[src/hw/rtl/iil_pkg.sv]
// shared constants and types for the indexed insert list
package iil_pkg;

  localparam int DEPTH   = 16;
  localparam int IDX_W   = $clog2(DEPTH);
  localparam int CNT_W   = $clog2(DEPTH + 1);
  localparam int POS_W   = 16;
  localparam int VAL_W   = 32;

  typedef enum logic [1:0] {
    ST_LIST      = 2'd0,
    ST_BAD_INDEX = 2'd1,
    ST_FULL      = 2'd2
  } status_t;

  typedef struct packed {
    logic             we;
    logic [IDX_W-1:0] waddr;
    logic [VAL_W-1:0] wdata;
    logic             re;
    logic [IDX_W-1:0] raddr;
  } mem_req_t;

endpackage

[src/hw/rtl/indexed_insert_list_core.sv]
// Ordered list of up to DEPTH signed values with insert at an index, then a full
// listing front to back and back to front. An insert at index p into a list of c
// entries moves the entries from p upward one place (S_SHIFT, S_DRAIN) and then
// writes the new one (S_PLACE, the only step when appending), then gives 2(c + 1)
// results at one per cycle while the output is not stalled; a bad index or a full
// list gives one result. All of it goes through the single read and single write
// port of the list memory, which paces it; a new request is taken once the last
// result of the previous one has left the read stage.
module indexed_insert_list_core
  import iil_pkg::*;
(
  input  logic                    clk,
  input  logic                    rst_n,
  input  logic                    in_valid,
  output logic                    in_stall,
  input  logic signed [POS_W-1:0] in_position,
  input  logic signed [VAL_W-1:0] in_item_value,
  output logic                    out_valid,
  input  logic                    out_stall,
  output logic [1:0]              out_status,
  output logic                    out_backward,
  output logic signed [VAL_W-1:0] out_entry_value,
  output logic                    out_last
);

  typedef enum logic [2:0] {S_IDLE, S_SHIFT, S_DRAIN, S_PLACE, S_FWD, S_BWD} state_t;

  state_t           state_r, state_nxt;
  logic [CNT_W-1:0] count_r, count_nxt;
  logic [IDX_W-1:0] ptr_r, ptr_nxt;
  logic [IDX_W-1:0] wptr_r, wptr_nxt;
  logic [IDX_W-1:0] pos_r, pos_nxt;
  logic [VAL_W-1:0] val_r, val_nxt;
  logic             shift_pend_r, shift_pend_nxt;

  // read stage: lines up with the memory's registered read data
  logic             rd_v_r, rd_v_nxt;
  status_t          rd_status_r, rd_status_nxt;
  logic             rd_back_r, rd_back_nxt;
  logic             rd_last_r, rd_last_nxt;

  logic             out_valid_r, out_valid_nxt;
  status_t          out_status_r, out_status_nxt;
  logic             out_back_r, out_back_nxt;
  logic [VAL_W-1:0] out_value_r, out_value_nxt;
  logic             out_last_r, out_last_nxt;

  mem_req_t         mreq;
  logic [VAL_W-1:0] rdata;

  logic             out_free;
  logic             can_issue;
  logic             in_acc;
  logic             bad_index;
  logic             list_full;
  logic [IDX_W-1:0] last_idx;

  iil_mem u_mem (
    .clk   (clk),
    .req   (mreq),
    .rdata (rdata)
  );

  assign out_free  = !out_valid_r || !out_stall;
  assign can_issue = !rd_v_r || out_free;
  assign in_stall  = !((state_r == S_IDLE) && can_issue);
  assign in_acc    = in_valid && !in_stall;
  assign bad_index = in_position[POS_W-1] ||
                     (in_position[POS_W-2:0] > (POS_W-1)'(count_r));
  assign list_full = (count_r == CNT_W'(DEPTH));
  assign last_idx  = IDX_W'(count_r - CNT_W'(1));

  always_comb begin
    state_nxt      = state_r;
    count_nxt      = count_r;
    ptr_nxt        = ptr_r;
    wptr_nxt       = wptr_r;
    pos_nxt        = pos_r;
    val_nxt        = val_r;
    shift_pend_nxt = shift_pend_r;
    rd_v_nxt       = out_free ? 1'b0 : rd_v_r;
    rd_status_nxt  = rd_status_r;
    rd_back_nxt    = rd_back_r;
    rd_last_nxt    = rd_last_r;
    mreq           = '0;

    unique case (state_r)
      S_IDLE: begin
        if (in_acc) begin
          if (bad_index || list_full) begin
            rd_v_nxt      = 1'b1;
            rd_status_nxt = bad_index ? ST_BAD_INDEX : ST_FULL;
            rd_back_nxt   = 1'b0;
            rd_last_nxt   = 1'b1;
          end else begin
            pos_nxt        = in_position[IDX_W-1:0];
            val_nxt        = in_item_value;
            shift_pend_nxt = 1'b0;
            if (in_position[CNT_W-1:0] == count_r) begin
              state_nxt = S_PLACE;
            end else begin
              ptr_nxt   = last_idx;
              state_nxt = S_SHIFT;
            end
          end
        end
      end
      S_SHIFT: begin
        // read entry ptr while writing the one read last cycle one place up
        mreq.re    = 1'b1;
        mreq.raddr = ptr_r;
        if (shift_pend_r) begin
          mreq.we    = 1'b1;
          mreq.waddr = wptr_r;
          mreq.wdata = rdata;
        end
        wptr_nxt       = ptr_r + IDX_W'(1);
        shift_pend_nxt = 1'b1;
        if (ptr_r == pos_r) begin
          state_nxt = S_DRAIN;
        end else begin
          ptr_nxt = ptr_r - IDX_W'(1);
        end
      end
      S_DRAIN: begin
        mreq.we    = 1'b1;
        mreq.waddr = wptr_r;
        mreq.wdata = rdata;
        state_nxt  = S_PLACE;
      end
      S_PLACE: begin
        mreq.we    = 1'b1;
        mreq.waddr = pos_r;
        mreq.wdata = val_r;
        count_nxt  = count_r + CNT_W'(1);
        ptr_nxt    = '0;
        state_nxt  = S_FWD;
      end
      S_FWD: begin
        if (can_issue) begin
          mreq.re       = 1'b1;
          mreq.raddr    = ptr_r;
          rd_v_nxt      = 1'b1;
          rd_status_nxt = ST_LIST;
          rd_back_nxt   = 1'b0;
          rd_last_nxt   = 1'b0;
          if (ptr_r == last_idx) begin
            state_nxt = S_BWD;
          end else begin
            ptr_nxt = ptr_r + IDX_W'(1);
          end
        end
      end
      S_BWD: begin
        if (can_issue) begin
          mreq.re       = 1'b1;
          mreq.raddr    = ptr_r;
          rd_v_nxt      = 1'b1;
          rd_status_nxt = ST_LIST;
          rd_back_nxt   = 1'b1;
          rd_last_nxt   = (ptr_r == '0);
          if (ptr_r == '0) begin
            state_nxt = S_IDLE;
          end else begin
            ptr_nxt = ptr_r - IDX_W'(1);
          end
        end
      end
      default: begin
        state_nxt = S_IDLE;
      end
    endcase
  end

  always_comb begin
    out_valid_nxt  = out_valid_r;
    out_status_nxt = out_status_r;
    out_back_nxt   = out_back_r;
    out_value_nxt  = out_value_r;
    out_last_nxt   = out_last_r;
    if (out_free) begin
      out_valid_nxt  = rd_v_r;
      out_status_nxt = rd_status_r;
      out_back_nxt   = rd_back_r;
      out_value_nxt  = (rd_status_r == ST_LIST) ? rdata : '0;
      out_last_nxt   = rd_last_r;
    end
  end

  always_ff @(posedge clk) begin
    ptr_r        <= ptr_nxt;
    wptr_r       <= wptr_nxt;
    pos_r        <= pos_nxt;
    val_r        <= val_nxt;
    rd_status_r  <= rd_status_nxt;
    rd_back_r    <= rd_back_nxt;
    rd_last_r    <= rd_last_nxt;
    out_status_r <= out_status_nxt;
    out_back_r   <= out_back_nxt;
    out_value_r  <= out_value_nxt;
    out_last_r   <= out_last_nxt;
    if (!rst_n) begin
      state_r      <= S_IDLE;
      count_r      <= '0;
      shift_pend_r <= 1'b0;
      rd_v_r       <= 1'b0;
      out_valid_r  <= 1'b0;
    end else begin
      state_r      <= state_nxt;
      count_r      <= count_nxt;
      shift_pend_r <= shift_pend_nxt;
      rd_v_r       <= rd_v_nxt;
      out_valid_r  <= out_valid_nxt;
    end
  end

  assign out_valid       = out_valid_r;
  assign out_status      = out_status_r;
  assign out_backward    = out_back_r;
  assign out_entry_value = out_value_r;
  assign out_last        = out_last_r;

`ifndef NO_ASSERTIONS
  // error results carry no entry and close their request
  a_err_result: assert property (@(posedge clk) disable iff (!rst_n)
    out_valid && (out_status != ST_LIST) |-> (out_entry_value == '0) && out_last)
    else $error("error result with entry value or without last");

  // an accepted request either queues an error result or starts list work
  a_accept_starts: assert property (@(posedge clk) disable iff (!rst_n)
    in_valid && !in_stall |=> (state_r != S_IDLE) || rd_v_r)
    else $error("accepted request left no trace");

  a_count_bound: assert property (@(posedge clk) disable iff (!rst_n)
    count_r <= CNT_W'(DEPTH))
    else $error("list count beyond depth");

  // the count only moves while placing the new entry
  a_count_moves: assert property (@(posedge clk) disable iff (!rst_n)
    (state_r != S_PLACE) |=> $stable(count_r))
    else $error("list count changed outside of insert");
`endif

endmodule

[src/hw/rtl/iil_mem.sv]
// list storage: one write port, one read port, registered read data
module iil_mem
  import iil_pkg::*;
(
  input  logic             clk,
  input  mem_req_t         req,
  output logic [VAL_W-1:0] rdata
);

  logic [VAL_W-1:0] mem [DEPTH];

  always_ff @(posedge clk) begin
    if (req.we) begin
      mem[req.waddr] <= req.wdata;
    end
    if (req.re) begin
      rdata <= mem[req.raddr];
    end
  end

endmodule
[config.mk]
export PLATFORM = sky130hd
export DESIGN_NAME = indexed_insert_list_core
export DESIGN_NICKNAME = d
export VERILOG_FILES = /design/src/hw/rtl/iil_pkg.sv /design/src/hw/rtl/indexed_insert_list_core.sv /design/src/hw/rtl/iil_mem.sv
export SDC_FILE = /design/constraint.sdc
export NUM_CORES = 1
export LEC_CHECK = 0
export BUFFER_PORTS_ARGS = -buffer_cell sky130_fd_sc_hd__buf_2
export CORE_ASPECT_RATIO = 1.25
export CORE_MARGIN = 2
export CORE_UTILIZATION = 55
export DETAILED_ROUTE_END_ITERATION = 12
export PLACE_DENSITY = 0.72
export SYNTH_ARGS = -nofsm -noshare
export SYNTH_HDL_FRONTEND = slang
export SYNTH_SLANG_ARGS = --single-unit
export TNS_END_PERCENT = 20
[constraint.sdc]
create_clock -name clk -period 9.8 [get_ports clk]
set_input_delay 2.94 -clock clk [delete_from_list [all_inputs] [get_ports clk]]
set_output_delay 2.94 -clock clk [all_outputs]
set_load 0.005 [all_outputs]
### After elaboration in Yosys (flattened, before gate mapping)

Memories as Yosys holds them, arrays and structs flattened. A register that Yosys moved wholly into a read port is not among the register bits.
Index checks and enable logic that the tools add are counted.

* add/sub/neg operators: 4
* multiply operators: 0
* divide/modulo/power cells: 0
* order comparisons: 1
* equality and inequality tests: 22
* shift-type cells: 0
* multiplexer cells: 46
* bitwise logic cells: 1
* reduce and logical (&&, ||, !) cells: 24

Operators by type and width (number)
* case mux 37 bit (3 select lines): 1
* 2-to-1 mux 37 bit: 1
* 2-to-1 mux 4 bit: 8
* != test 2 bit, second input constant: 11
* 2-to-1 mux 3 bit: 7
* case mux 4 bit (5 select lines): 1
* case mux 3 bit (6 select lines): 1
* greater-than comparator 15 x 5 -> 1 bit: 1
* 2-to-1 mux 1 bit: 15
* 2-to-1 mux 2 bit: 5
* case mux 5 bit (2 select lines): 1
* AND reduction 9 bit: 1
* equality test 4 bit: 2
* subtractor 4 x 1 -> 4 bit, second input constant: 2
* AND reduction 7 bit: 1
* equality test 3 x 2 -> 1 bit, second input constant: 2
* equality test 3 bit, second input constant: 2
* case mux 1 bit (3 select lines): 2
* AND reduction 3 bit: 2
* adder 5 x 1 -> 5 bit, second input constant: 1
* equality test 5 bit: 1
* equality test 5 bit, second input constant: 1
* 2-to-1 mux 5 bit: 1
* AND reduction 5 bit: 1
* other kinds (17): 27

* register bits after elaboration: 95
* latch bits: 0
* memory bits (writable): 512
* memory bits (read-only): 0
* input bits: 52
* output and inout port bits: 38
* logic and storage cells: 115
* memories kept: 1

Memory list
* u_mem.mem: depth 16, bits a word 32, read ports 1, clocked after Yosys merged registers in 1, wr ports 1, RTL line iil_mem.sv:10 `logic [VAL_W-1:0] mem [DEPTH];`

### Depth between registers and ports, before layout

* depth in word-level cells: 7
* mapped depth: 10
* mapped depth without buffers: 8

### Hierarchy

From an unflattened synthesis, not the netlist that was laid out.

* cells, all modules: 1166
* area total of the unflattened synthesis: 24445.9 sq um

Modules (own cells, without submodules)
* iil_mem: times used 1, cells each 838, area an instance 20155.6 sq um, sequential area each 16335.7 sq um
* indexed_insert_list_core: times used 1, cells each 328, area an instance 4290.4 sq um, sequential area each 2742.6 sq um

### Worst setup path before layout

Ideal clock, no wire load.

* path kind: input port to output port
* start point: in out_stall
* end point: out in_stall
* data arrival time: 3422 ps
* data required time: 6860 ps
* slack: 3438 ps
* cell stages on the path: 3
* path buffers: 0
* cell sequence: and3_4 nor3_1 inv_1

* longest elaborated chain between the ends: 5

RTL lines
* start, declared: RTL line indexed_insert_list_core.sv:19 `input logic out_stall,`
* logical NOT 1 bit: RTL line indexed_insert_list_core.sv:64 `assign out_free = !out_valid_r || !out_stall;`
* logical OR 1 bit: RTL line indexed_insert_list_core.sv:64
* logical OR 1 bit: RTL line indexed_insert_list_core.sv:65 `assign can_issue = !rd_v_r || out_free;`
* logical AND 1 bit: RTL line indexed_insert_list_core.sv:66 `assign in_stall = !((state_r == S_IDLE) && can_issue);`
* logical NOT 1 bit: RTL line indexed_insert_list_core.sv:66
* end, declared: RTL line indexed_insert_list_core.sv:15 `output logic in_stall,`

No other way between the ends.

### Final worst setup path

Ends and elaborated chain as after synthesis.

==> results by group <==
Outcome
  – Status: finished clean

Critical path
  – Critical path class: input port to primary output
  – Crit-path max FO: 4
  – R2r setup slk: 5680 ps
  – Crit path launch type: input port
  – CP endpoint kind: primary output
  – Reg2Reg Launch Point: state_r[2]
  – Reg-to-reg critical path endpoint: u_mem.rdata[3]
  – Required time of the critical path: 6860 ps
  – Arr. time, crit path: 3770 ps
  – Crit path launch: out_stall
  – Reg2Reg Depth: 7
  – CP endpoint: in_stall

Power
  – Pwr dens: 181 mW/mm^2
  – Final Total Pwr: 5.15 mW
  – Peak supply drop: 0.139 mV
  – Leakage power: 10.3 nW

Timing
  – Setup TNS: 0 ps
  – Final min period: 6710 ps
  – Fmax: 149 MHz
  – Final Hold Viols: 0
  – Post-route setup slack: 3090 ps
  – Worst Max-Slew Pin Slew: 1170 ps
  – RSZ-0062 raised after global routing: false
  – Final setup viols: 0
  – Clk_skew: 27.4 ps
  – Period utilization: 68.4%
  – Relative slew slack: 21.7%
  – Slew Viols, Final: 0

Synth
  – Most used DFF post-synth: edfxtp_1
  – Synth Warn #: 0
  – Seq/Total Area, Yosys: 75.1%
  – Netlist Area Pre-Place: 0.0254 sq mm
  – Mapped Cells: 1357
  – Syn_nets: 1419
  – Mean post-synth cell area: 18.7 sq um
  – Synthesis-stage register bit count: 639
  – Async SR Flop Fraction: 0%
  – Number of distinct library cells after synthesis: 54
  – EDFF count, synth: 628

Place
  – Port Buffers: 89
  – Dpl ws: 3120 ps
  – Routability cong.: 0.806
  – Inst Count DP: 1985
  – DP Wirelength: 28.0 mm

Die
  – Die area: 0.0480 sq mm
  – Std-Cell Rows: 88
  – Die width: 196 microns
  – Core Box Area: 0.0459 sq mm
  – Initial Utilization: 55.4%
  – Top Ports: 90
  – Die height: 244 microns

Clock network
  – Sink Count: 639
  – Skew-Pair Late Insertion Delay: 620 ps
  – CTS tree: done
  – CTS resizes: 0
  – Cts hold-fix bufs: 0
  – H-tree depth: 2
  – Clock tree root driver cell: clkbuf_16
  – Post-CTS Setup Repair Bufs: 0
  – Clock Tree Buf Depth: 3
  – Clock transition at the registers of the reported paths: 60 ps
  – TritonCTS Buffers: 59

Global routing
  – First-pass GRT wire length: 82.7 mm
  – Initial antenna violation count: 0
  – Vias in the first global route: 13400
  – GRT Total Usage: 23.8%
  – Met3 usage: 4.10%
  – Met2 usage: 39.0%
  – GR Overflow Total: 0
  – Met1 Usage GRT: 32.7%
  – GR peak layer: met2
  – Largest net degree at the start of global routing: 63

Route
  – DRC viols: 0
  – Drt total wl: 56.0 mm
  – Wirelength per Cell: 26.8 microns
  – Antenna-violating nets left: 0
  – Vias per cell: 6.40
  – Via count: 13400
  – Pre-antenna DRT Iters: 5
  – Iter 0 DRT Violations: 1213

Job
  – Max-cap violation count: 0

Layout
  – ANT cells: 0
  – Nets@finish: 1523
  – Area growth syn-to-layout: 11.7%
  – Share of cells above drive strength 1: 25.4%
  – Fin util: 61.9%
  – Non-Filler Instances: 2090

Hold path
  – Worst Hold Class: register to register
-- layer usage --
metal	wire [microns]	up-vias
met3	4280	113
met1	22400	7000
met2	27700	633
li1	-	5634
met5	0	-
met4	1680	0
-- worst max-delay path: stages --
cell    delay, ps
buf_2         130
and3_4        190
nor3_1        290
inv_1          80
buf_2         140
-- synthesized netlist by cell type, drive strengths merged, types with 2 or more instances --
master  number  area (sq um)
nand3        6          30.0
xor2         4          35.0
nor4         2          12.5
a21oi       42           210
o21a         3          22.5
nor3         5          25.0
nand3b       2          15.0
a31oi        4          25.0
nand2b       4          25.0
mux4       128          2880
buf         35           204
dfxtp       11           220
o21ai       44           220
or2          3          18.8
nor2b        2          12.5
a21boi       3          22.5
a22o        32           280
inv         17          66.3
o32a         3          30.0
clkbuf      41           154
nor2        99           372
nand2       59           231
a22oi        2          15.0
o22ai        2          12.5
o21ba       32           320
o211ai      34           255
ha          10           125
xnor2       12           105
nand4        3          18.8
o221ai       2          17.5
a32oi        2          17.5
and3         2          17.5
edfxtp     628         18900
and2        68           425
-- where the power goes --
part           switching (mW)  internal (mW)
Combinational          0.0141         0.0140
Sequential            0.00201           2.96
Clock                   0.955           1.20
Total                   0.971           4.18
-- per-stage QoR --
stage                     cell area [sq um]  hold slack (ps)
final                                 28400              421
after global routing                  28400              424
after CTS                             28400              422
after global placement                26600              403
after detailed placement              26600              408
after floorplan                       25400              400
-- layout make-up --
class	count	area [sq um]
Tap cell	585	732
Sequential cell	639	19100
Clock buffer	82	1580
Timing Repair Buffer	119	671
Multi-Input combinational cell	625	6060
Fill cell	3171	17500
Inverter	17	67.6
Clock inverter	23	206
-- cell families (layout without fill, tap and decap cells) --
logic type | count (synthesis) | count (layout) | synth area share (%)
adders and majority gates | 10 | 10 | 0.492
and+or+nand+nor | 256 | 256 | 4.77
xor gates and xnor gates | 17 | 17 | 0.640
DFF | 639 | 639 | 75.1
buffers and inverters | 93 | 241 | 1.67
AOI/OAI and AO/OA | 214 | 214 | 6.03
muxes | 128 | 128 | 11.3
-- cell usage in the layout (no fill, tap or decap), types with 32 or more instances in the layout --
master and n:
nor2_1 81, buf_2 89, edfxtp_1 628, mux4_2 128, clkbuf_16 60, o21ba_2 32, a22o_1 32, o21ai_0 44
nand2_1 56, and2_1 37, a21oi_1 41, o211ai_1 34
-- flip-flops by register name, summed over array words and instances (netlist names) --
register,count
count_r,5
out_backward,1
out_entry_value,32
out_last,1
out_status,2
out_valid,1
pos_r,4
ptr_r,4
rd_back_r,1
rd_last_r,1
rd_status_r,2
rd_v_r,1
shift_pend_r,1
state_r,3
u_mem.mem,512
u_mem.rdata,32
val_r,32
wptr_r,4
-- worst min-delay path by stage --
stage                               to  startpoint  cells after the start
after floorplan           out_backward   rd_back_r                      0
after global placement    out_backward   rd_back_r                      0
after detailed placement  out_backward   rd_back_r                      0
after CTS                     out_last   rd_last_r                      0
after global routing          out_last   rd_last_r                      0
final                     out_backward   rd_back_r                      0
Power figures use the tool's default switching activity.
